`src/rtl/core/ssc_pkg.sv`:
```
// Shared types, constants and tables of the swerve steering controller.
package ssc_pkg;

	// Configuration register indexes.
	localparam logic [2:0] REG_BASE_X = 3'd0;
	localparam logic [2:0] REG_BASE_Y = 3'd1;
	localparam logic [2:0] REG_ENC_OFFSET = 3'd2;
	localparam logic [2:0] REG_DEADBAND = 3'd3;
	localparam logic [2:0] REG_MIN_TURN = 3'd4;
	localparam logic [2:0] REG_LOCKOUT = 3'd5;

	// Operation codes.
	localparam logic OP_VECTOR = 1'b0;
	localparam logic OP_STEER = 1'b1;

	localparam int TABLE_LEN = 24;

	// Controller states.
	typedef enum logic [2:0] {
		ST_IDLE,
		ST_MUL,
		ST_SQR,
		ST_SQRT,
		ST_CORDIC,
		ST_STEER,
		ST_OUT
	} ssc_state_t;

	// Commands from controller to datapath.
	typedef struct packed {
		logic load;
		logic vec_form;
		logic sq_form;
		logic sqrt_init;
		logic sqrt_step;
		logic cor_init;
		logic cor_step;
		logic steer;
		logic mag_load;
	} ssc_cmd_t;

	// Status from datapath to controller.
	typedef struct packed {
		logic sqrt_done;
		logic cor_done;
	} ssc_stat_t;

	// Arctangent of 2^-i in 2^-32 turns.
	function automatic logic [31:0] atan_lookup(input logic [4:0] i);
		logic [31:0] r;
		case (i)
			5'd0: r = 32'd536870912;
			5'd1: r = 32'd316933406;
			5'd2: r = 32'd167458907;
			5'd3: r = 32'd85004756;
			5'd4: r = 32'd42667331;
			5'd5: r = 32'd21354465;
			5'd6: r = 32'd10680862;
			5'd7: r = 32'd5340245;
			5'd8: r = 32'd2670163;
			5'd9: r = 32'd1335087;
			5'd10: r = 32'd667544;
			5'd11: r = 32'd333772;
			5'd12: r = 32'd166886;
			5'd13: r = 32'd83443;
			5'd14: r = 32'd41722;
			5'd15: r = 32'd20861;
			5'd16: r = 32'd10430;
			5'd17: r = 32'd5215;
			5'd18: r = 32'd2608;
			5'd19: r = 32'd1304;
			5'd20: r = 32'd652;
			5'd21: r = 32'd326;
			5'd22: r = 32'd163;
			5'd23: r = 32'd81;
			default: r = 32'd0;
		endcase
		return r;
	endfunction

endpackage

```
`src/rtl/core/swerve_steering_controller_core.sv`:
```
// Top level of the swerve steering controller.
//  channel  | valid     | stall     | payload
//  input    | in_valid  | in_stall  | operation .. now_ticks
//  output   | out_valid | out_stall | magnitude, turn_cmd, drive_cmd
//  config   | cfg_write | -         | cfg_index, cfg_data
// A vector request, once taken, goes through multiply, square,
// 19 root steps, a check that the root is done, and the output state.
// A steer request goes through setup, the rotations, a check that they are
// done, the steering law and the output state.
// One request is in work at a time; in_stall is high until the result is taken,
// and the next request is taken in the idle state after that.
// Reset clears the stored vector, the lockout and loads the register defaults.
module swerve_steering_controller_core import ssc_pkg::*; #(
	parameter int ADC_BITS = 12,
	parameter int CORDIC_STEPS = 16
) (
	input  logic clk,
	input  logic arst_n,
	input  logic in_valid,
	output logic in_stall,
	input  logic operation,
	input  logic signed [15:0] translate_x,
	input  logic signed [15:0] translate_y,
	input  logic signed [15:0] rotate_rate,
	input  logic [14:0] drive_magnitude,
	input  logic [ADC_BITS-1:0] encoder_sample,
	input  logic [31:0] now_ticks,
	output logic out_valid,
	input  logic out_stall,
	output logic [17:0] magnitude,
	output logic signed [15:0] turn_cmd,
	output logic [14:0] drive_cmd,
	input  logic cfg_write,
	input  logic [2:0] cfg_index,
	input  logic [15:0] cfg_data
);

	ssc_cmd_t cmd;
	ssc_stat_t stat;

	ssc_ctrl u_ctrl (
		.clk(clk), .arst_n(arst_n), .in_valid(in_valid), .op(operation),
		.out_stall(out_stall), .stat(stat), .in_stall(in_stall),
		.out_valid(out_valid), .cmd(cmd)
	);

	ssc_dpath #(.ADC_BITS(ADC_BITS), .CORDIC_STEPS(CORDIC_STEPS)) u_dpath (
		.clk(clk), .arst_n(arst_n), .cmd(cmd), .stat(stat),
		.cfg_write(cfg_write), .cfg_index(cfg_index), .cfg_data(cfg_data),
		.translate_x(translate_x), .translate_y(translate_y),
		.rotate_rate(rotate_rate), .drive_magnitude(drive_magnitude),
		.encoder_sample(encoder_sample), .now_ticks(now_ticks),
		.magnitude(magnitude), .turn_cmd(turn_cmd), .drive_cmd(drive_cmd)
	);

`ifndef ASSERT_OFF
	// No new request is taken while a result waits.
	a_no_overlap: assert property (@(posedge clk) disable iff (!arst_n)
		out_valid |-> in_stall) else $error("request taken while result pending");
	// A taken result is followed by readiness for the next request.
	a_ready_after: assert property (@(posedge clk) disable iff (!arst_n)
		(out_valid && !out_stall) |=> !in_stall) else $error("not ready after result");
	// An accepted request never yields a result in the next cycle.
	a_latency: assert property (@(posedge clk) disable iff (!arst_n)
		(in_valid && !in_stall) |=> !out_valid) else $error("result too early");
`endif

endmodule

```
`src/rtl/core/ssc_ctrl.sv`:
```
// Controller state machine of the swerve steering controller.
module ssc_ctrl import ssc_pkg::*; (
	input  logic clk,
	input  logic arst_n,
	input  logic in_valid,
	input  logic op,
	input  logic out_stall,
	input  ssc_stat_t stat,
	output logic in_stall,
	output logic out_valid,
	output ssc_cmd_t cmd
);

	ssc_state_t state_q, state_d;
	logic op_q;

	// State register and latched operation.
	always_ff @(posedge clk or negedge arst_n) begin
		if (!arst_n) begin
			state_q <= ST_IDLE;
			op_q <= OP_VECTOR;
		end else begin
			state_q <= state_d;
			if (state_q == ST_IDLE && in_valid) op_q <= op;
		end
	end

	// Next state and commands.
	always_comb begin
		state_d = state_q;
		cmd = '0;
		in_stall = 1'b1;
		out_valid = 1'b0;
		case (state_q)
			ST_IDLE: begin
				in_stall = 1'b0;
				if (in_valid) begin
					cmd.load = 1'b1;
					state_d = ST_MUL;
				end
			end
			ST_MUL: begin
				if (op_q == OP_VECTOR) begin
					cmd.vec_form = 1'b1;
					state_d = ST_SQR;
				end else begin
					cmd.cor_init = 1'b1;
					state_d = ST_CORDIC;
				end
			end
			ST_SQR: begin
				cmd.sq_form = 1'b1;
				state_d = ST_SQRT;
			end
			ST_SQRT: begin
				if (stat.sqrt_done) begin
					cmd.mag_load = 1'b1;
					state_d = ST_OUT;
				end else begin
					cmd.sqrt_step = 1'b1;
				end
			end
			ST_CORDIC: begin
				if (stat.cor_done) state_d = ST_STEER;
				else cmd.cor_step = 1'b1;
			end
			ST_STEER: begin
				cmd.steer = 1'b1;
				state_d = ST_OUT;
			end
			ST_OUT: begin
				out_valid = 1'b1;
				if (!out_stall) state_d = ST_IDLE;
			end
			default: state_d = ST_IDLE;
		endcase
		cmd.sqrt_init = cmd.sq_form;
	end

endmodule

```
`src/rtl/core/ssc_dpath.sv`:
```
// Datapath of the swerve steering controller: vector, root, CORDIC and steering.
module ssc_dpath import ssc_pkg::*; #(
	parameter int ADC_BITS = 12,
	parameter int CORDIC_STEPS = 16
) (
	input  logic clk,
	input  logic arst_n,
	input  ssc_cmd_t cmd,
	output ssc_stat_t stat,
	input  logic cfg_write,
	input  logic [2:0] cfg_index,
	input  logic [15:0] cfg_data,
	input  logic signed [15:0] translate_x,
	input  logic signed [15:0] translate_y,
	input  logic signed [15:0] rotate_rate,
	input  logic [14:0] drive_magnitude,
	input  logic [ADC_BITS-1:0] encoder_sample,
	input  logic [31:0] now_ticks,
	output logic [17:0] magnitude,
	output logic signed [15:0] turn_cmd,
	output logic [14:0] drive_cmd
);

	localparam int STEPS = (CORDIC_STEPS < TABLE_LEN) ? CORDIC_STEPS : TABLE_LEN;
	localparam int CW = 34;

	// Configuration registers.
	logic signed [15:0] base_x_q, base_y_q;
	logic [ADC_BITS-1:0] enc_off_q;
	logic [14:0] deadband_q, min_turn_q;
	logic [15:0] lockout_q;

	always_ff @(posedge clk or negedge arst_n) begin
		if (!arst_n) begin
			base_x_q <= 16'sd16384;
			base_y_q <= 16'sd16384;
			enc_off_q <= ADC_BITS'(2236);
			deadband_q <= 15'd728;
			min_turn_q <= 15'd8192;
			lockout_q <= 16'd100;
		end else if (cfg_write) begin
			case (cfg_index)
				REG_BASE_X: base_x_q <= cfg_data;
				REG_BASE_Y: base_y_q <= cfg_data;
				REG_ENC_OFFSET: enc_off_q <= cfg_data[ADC_BITS-1:0];
				REG_DEADBAND: deadband_q <= cfg_data[14:0];
				REG_MIN_TURN: min_turn_q <= cfg_data[14:0];
				REG_LOCKOUT: lockout_q <= cfg_data;
				default: ;
			endcase
		end
	end

	// Input item registers.
	logic signed [15:0] tx_q, ty_q, rr_q;
	logic [14:0] drive_q;
	logic [ADC_BITS-1:0] sample_q;
	logic [31:0] now_q;
	always_ff @(posedge clk) begin
		if (cmd.load) begin
			tx_q <= translate_x;
			ty_q <= translate_y;
			rr_q <= rotate_rate;
			drive_q <= drive_magnitude;
			sample_q <= encoder_sample;
			now_q <= now_ticks;
		end
	end

	// Wheel vector: arithmetic shift floors the product.
	logic signed [31:0] px, py;
	logic signed [17:0] vec_x_q, vec_y_q;
	assign px = base_x_q * rr_q;
	assign py = base_y_q * rr_q;
	always_ff @(posedge clk or negedge arst_n) begin
		if (!arst_n) begin
			vec_x_q <= '0;
			vec_y_q <= '0;
		end else if (cmd.vec_form) begin
			vec_x_q <= 18'(px >>> 14) + 18'(tx_q);
			vec_y_q <= 18'(py >>> 14) + 18'(ty_q);
		end
	end

	// Sum of squares, registered after the multipliers.
	logic [35:0] sqx, sqy;
	logic [36:0] sq_sum;
	assign sqx = 36'($signed(vec_x_q) * $signed(vec_x_q));
	assign sqy = 36'($signed(vec_y_q) * $signed(vec_y_q));
	assign sq_sum = {1'b0, sqx} + {1'b0, sqy};

	// Integer square root, one result bit per cycle.
	logic [18:0] root_q;
	logic [4:0] sq_cnt_q;
	logic [20:0] trial;
	logic [37:0] rad_q;
	logic [21:0] acc_q;
	logic [21:0] acc_next;
	logic ge;
	assign trial = {root_q, 2'b01};
	assign acc_next = {acc_q[19:0], rad_q[37:36]};
	assign ge = acc_next >= 22'(trial);
	always_ff @(posedge clk) begin
		if (cmd.sqrt_init) begin
			rad_q <= {1'b0, sq_sum};
			acc_q <= '0;
			root_q <= '0;
			sq_cnt_q <= '0;
		end else if (cmd.sqrt_step) begin
			rad_q <= {rad_q[35:0], 2'b00};
			acc_q <= ge ? acc_next - 22'(trial) : acc_next;
			root_q <= {root_q[17:0], ge};
			sq_cnt_q <= sq_cnt_q + 5'd1;
		end
	end
	assign stat.sqrt_done = (sq_cnt_q == 5'd19);

	// CORDIC vectoring, one rotation per cycle.
	logic signed [CW-1:0] cx_q, cy_q;
	logic [31:0] ang_q;
	logic [4:0] ci_q;
	logic signed [CW-1:0] ix, iy;
	logic zero_vec;
	assign zero_vec = (vec_x_q == 18'sd0) && (vec_y_q == 18'sd0);
	assign ix = CW'(vec_x_q) <<< 12;
	assign iy = CW'(vec_y_q) <<< 12;
	always_ff @(posedge clk) begin
		if (cmd.cor_init) begin
			ci_q <= '0;
			if (vec_x_q < 0) begin
				cx_q <= -ix;
				cy_q <= -iy;
				ang_q <= 32'h8000_0000;
			end else begin
				cx_q <= ix;
				cy_q <= iy;
				ang_q <= '0;
			end
		end else if (cmd.cor_step) begin
			ci_q <= ci_q + 5'd1;
			if (cy_q > 0) begin
				cx_q <= cx_q + (cy_q >>> ci_q);
				cy_q <= cy_q - (cx_q >>> ci_q);
				ang_q <= ang_q + atan_lookup(ci_q);
			end else begin
				cx_q <= cx_q - (cy_q >>> ci_q);
				cy_q <= cy_q + (cx_q >>> ci_q);
				ang_q <= ang_q - atan_lookup(ci_q);
			end
		end
	end
	assign stat.cor_done = (ci_q == 5'(STEPS));

	// Steering law.
	logic [31:0] ang_r;
	logic [15:0] target, cur, du;
	logic [ADC_BITS-1:0] ediff;
	logic signed [17:0] tv0, tv1, tv2, tv;
	logic [15:0] adiff;
	logic signed [15:0] prev_q;
	logic locked_q;
	logic [31:0] rel_q;
	logic set_lock, lk;
	logic [31:0] rel, dt;
	logic signed [17:0] mt;
	assign ang_r = ang_q + 32'h8000;
	assign target = zero_vec ? 16'd0 : ang_r[31:16];
	assign ediff = enc_off_q - sample_q;
	assign cur = 16'(ediff) << (16 - ADC_BITS);
	assign du = target - cur;
	assign mt = 18'(min_turn_q);
	always_comb begin
		tv0 = 18'($signed(du)) <<< 1;
		adiff = du[15] ? 16'(-du) : du;
		if (tv0 > 18'sd32767) tv1 = 18'sd32767;
		else if (tv0 < -18'sd32767) tv1 = -18'sd32767;
		else tv1 = tv0;
		if (tv1 > 0 && tv1 < mt) tv2 = mt;
		else if (tv1 < 0 && tv1 > -mt) tv2 = -mt;
		else tv2 = tv1;
		if (adiff < 16'(deadband_q)) tv = '0;
		else tv = tv2;
		set_lock = ((tv > 0 && prev_q < 0) || (tv < 0 && prev_q > 0)) && !locked_q;
		lk = locked_q || set_lock;
		rel = set_lock ? now_q + 32'(lockout_q) : rel_q;
		dt = now_q - rel;
	end

	// Lockout state and results.
	always_ff @(posedge clk or negedge arst_n) begin
		if (!arst_n) begin
			prev_q <= '0;
			locked_q <= 1'b0;
			rel_q <= '0;
		end else if (cmd.steer) begin
			rel_q <= rel;
			locked_q <= lk && !(dt != 32'd0 && !dt[31]);
			prev_q <= lk ? 16'sd0 : 16'(tv);
		end
	end

	always_ff @(posedge clk) begin
		if (cmd.sq_form) begin
			turn_cmd <= '0;
			drive_cmd <= '0;
		end
		if (cmd.mag_load) begin
			magnitude <= root_q[17:0];
		end
		if (cmd.steer) begin
			magnitude <= '0;
			turn_cmd <= (lk || zero_vec) ? 16'sd0 : -16'(tv);
			drive_cmd <= zero_vec ? 15'd0 : drive_q;
		end
	end

endmodule
```
`config.mk`:
```
export PLATFORM = sky130hd
export DESIGN_NAME = swerve_steering_controller_core
export DESIGN_NICKNAME = d
export VERILOG_FILES = /design/src/rtl/core/ssc_pkg.sv /design/src/rtl/core/swerve_steering_controller_core.sv /design/src/rtl/core/ssc_ctrl.sv /design/src/rtl/core/ssc_dpath.sv
export SDC_FILE = /design/constraint.sdc
export NUM_CORES = 2
export LEC_CHECK = 0
export BUFFER_PORTS_ARGS = -buffer_cell sky130_fd_sc_hd__buf_2
export CORE_UTILIZATION = 55
export CTS_CLUSTER_DIAMETER = 200
export DETAILED_ROUTE_END_ITERATION = 7
export PLACE_DENSITY = 0.7
export SETUP_SLACK_MARGIN = 0.05
export SLEW_MARGIN = 20
export SYNTH_ARGS = -nofsm -noshare
export SYNTH_HDL_FRONTEND = slang
export SYNTH_SLANG_ARGS = --single-unit
export TNS_END_PERCENT = 20
```
`constraint.sdc`:
```
create_clock -name clk -period 16.8 [get_ports clk]
set_clock_uncertainty 0.05 [all_clocks]
set_input_delay 2.52 -clock clk [delete_from_list [all_inputs] [get_ports clk]]
set_output_delay 2.52 -clock clk [all_outputs]
set_load 0.005 [all_outputs]
```
==> results.md <==
* Status: finished, final reports clean
* Post-synth design cell area at 81500 sq um
* R2R cell count at 54
* Worst setup path class: reg2reg
* Min cycle time layout at 15.31 ns
* DR iter-0 viols at 5190
* Total Nets Final at 10700
* Max FO, Critical Path at 26
* Vias in the first global route at 63500
* Post-cts sizing count at 0
* Setup Viol. Count Final at 0
* Syn nets at 10700
* Syn avg cell area at 9.28 sq um
* Ranking of synthesized cells by area: fa_1 28%, ha_1 11%, edfxtp_1 10%
* Relative slew slack at 28.4%
* Number of flops mapped to enable cells by yosys at 275
* Initial antenna violation count at 20
* Ratio of cells with drive above 1 in the final layout at 7.77%
* Pins Over Slew Limit at 0
* Max-Cap Viols at 0
* I/O pin cnt at 183
* Die area at 150000 sq um
* Final WL at 223 mm
* Met1 usage at 42.3%
* Hold Path Cell Cnt at 2
* Critical path's most frequent cell: ha_1
* Clk_lat worst skew at 0.73 ns
* Hold WC Path Type: reg2reg
* #FFs+latches synth at 552
* Final hold vios at 0
* Post-DRT Antenna Nets at 0
* CTS tree: built
* Layout area overhead at 6.58%
* R2R Path Start: u_dpath.vec_x_q[1]
* Yosys warns at 0
* CP arrival at 15.91 ns
* Worst Path Required at 17.39 ns
* DRC Markers at 0
* TNS Setup at 0 ns
* Sequential area share after synthesis at 18.1%
* IO Port Bufs at 182
* RSZ-0062 raised after global routing: no
* Starting Density at 55.7%
* DR pass1 iterations at 6
* Async set-or-reset flop fraction in the synthesized netlist at 32.4%
* Total core area at 146000 sq um
* GR peak layer: met2
* FF-to-FF End: u_dpath.locked_q
* Most frequent cells in the layout: 1464 x inv_1, 1129 x fa_1, 972 x nand2_1
* Total gr overflow at 0
* Met2 usage at 47.7%
* Avg WL per Cell at 20.7 um
* WP buf/inv at 7
* HPWL after DPL at 178 mm
* Worst-path clk slew at 0.06 ns
* Total CTS buffers at 74
* Clock buffer depth at 3
* Hold Crit Endpoint: u_dpath.magnitude[3]
* Hold Path Origin: u_dpath.magnitude[3]
* CP endpoint kind: register
* Gr usage total at 30.2%
* Post-synth top area cell: fa_1
* Final Cycle Share at 91.1%
* Max stage delay on crit path at 0.60 ns
* Worst-Margin Slew at 1.06 ns
* Die Ht at 387 um
* Row count at 140
* Reg2Reg Setup Slack at 1.49 ns
* Fmax achieved at 65.3 MHz
* Clk root buf: clkbuf_16
* Gate Count Post-Synth at 8781
* H-tree Lvls at 3
* Die X-Extent at 387 um
* Global-route wire length before repair at 355 mm
* Slowest CP cell: dfrtp_1
* Netlist cell types at 96
* Main synth FF type: edfxtp_1
* Family with the most delay on the worst path: compound AO/OA/AOI/OAI gates
* Placer Congestion at 0.953
* Vias post-DR at 62400
* Startpoint Class: register
* CTS sink count at 552
* Met3 usage at 4.86%
* Vias per Instance at 5.79
* Largest net degree at the start of global routing at 94
* Top-area cell type share of the netlist area at 27.7%
* Most common cell after layout, fill and taps aside: inv_1
worst register-to-register path: cells and delay by family (launching register included):
| family | cells | cell delay, ns |
|---|---|---|
| AOI/OAI and AO/OA | 22 | 6.58 |
| and+or+nand+nor | 16 | 3.74 |
| buffers and inverters | 7 | 1.85 |
| adders and majority gates | 6 | 1.82 |
| DFF | 1 | 0.60 |
| xor gates and xnor gates | 2 | 0.46 |
| muxes | 1 | 0.14 |
how the worst max path moves through the flow:
stage / start / endpoint / slack [ns] / cells after the start
floorplan: u_dpath.vec_x_q[0] / u_dpath.locked_q / 4.13 / 57
global placement: u_dpath.vec_x_q[1] / u_dpath.locked_q / 1.72 / 53
detailed placement: u_dpath.vec_x_q[1] / u_dpath.locked_q / 1.41 / 54
CTS: u_dpath.vec_x_q[1] / u_dpath.locked_q / 1.37 / 54
global route: u_dpath.vec_x_q[0] / u_dpath.locked_q / 0.42 / 54
finish: u_dpath.vec_x_q[1] / u_dpath.locked_q / 1.49 / 54
state kept, by name (all words and copies together) (netlist names), 18 cells and up, named ones only:
register	flops
u_dpath.ang_q	32
u_dpath.now_q	32
u_dpath.vec_x_q	18
u_dpath.rad_q	38
u_dpath.acc_q	20
u_dpath.root_q	19
u_dpath.cy_q	34
u_dpath.magnitude	18
u_dpath.rel_q	32
u_dpath.cx_q	34
u_dpath.vec_y_q	18
Yosys cell counts (98+ instances only):
library cell,number
inv_1,1465
fa_1,1129
nand2_1,972
ha_1,689
nor2_1,449
o21ai_0,401
a21oi_1,398
and2_1,335
xnor2_1,332
clkbuf_1,284
edfxtp_1,275
xor2_1,184
dfrtp_1,162
nand3_1,125
nor3_1,116
mux2_2,109
nand2b_1,109
dfxtp_1,98
area by class of cell:
cell class              count  area, sq um
diodes                      2         5.00
multi-input cells        6422        60000
well taps                1917         2400
repair buffers            266         1550
clock buffers              94         1990
flip-flops and latches    552        14700
clock inverters            43          581
fillers                 12600        59400
inverters                1477         5540
stage by stage:
step           std cells  utilization (%)  hold slack (ns)  worst slack (ns)  cell area (sq um)
5_1_grt            10800             59.4            0.430             0.416              86800
4_1_cts            10800             59.3            0.406              1.37              86800
3_5_place_dp       10600             57.6            0.398              1.41              84200
2_1_floorplan       8781                -            0.382              4.13              81500
6_report           10800             59.4            0.401              1.49              86800
3_3_place_gp       10600             57.6            0.392              1.72              84200
per-layer routing:
layer,part of all wire (%),vias up
li1,-,28600
met5,0.013,-
met4,3.6,6
met1,43,31200
met2,46,2170
met3,7.6,378
what timing repair did:
action	in CTS	in global routing
buffers inserted	0	2
hold buffers	0	0
setup endpoints to repair	0	1
logic make-up after synthesis:
logic type / synth area share, %
DFF: 18.1
muxes: 5.10
AOI/OAI and AO/OA: 10.6
xor gates and xnor gates: 5.68
and+or+nand+nor: 13.8
adders and majority gates: 38.3
buffers and inverters: 8.38
Power is left out: the tool's default activity adds up to more than one toggle a clock period on the data nets, which glitch-free logic cannot reach.
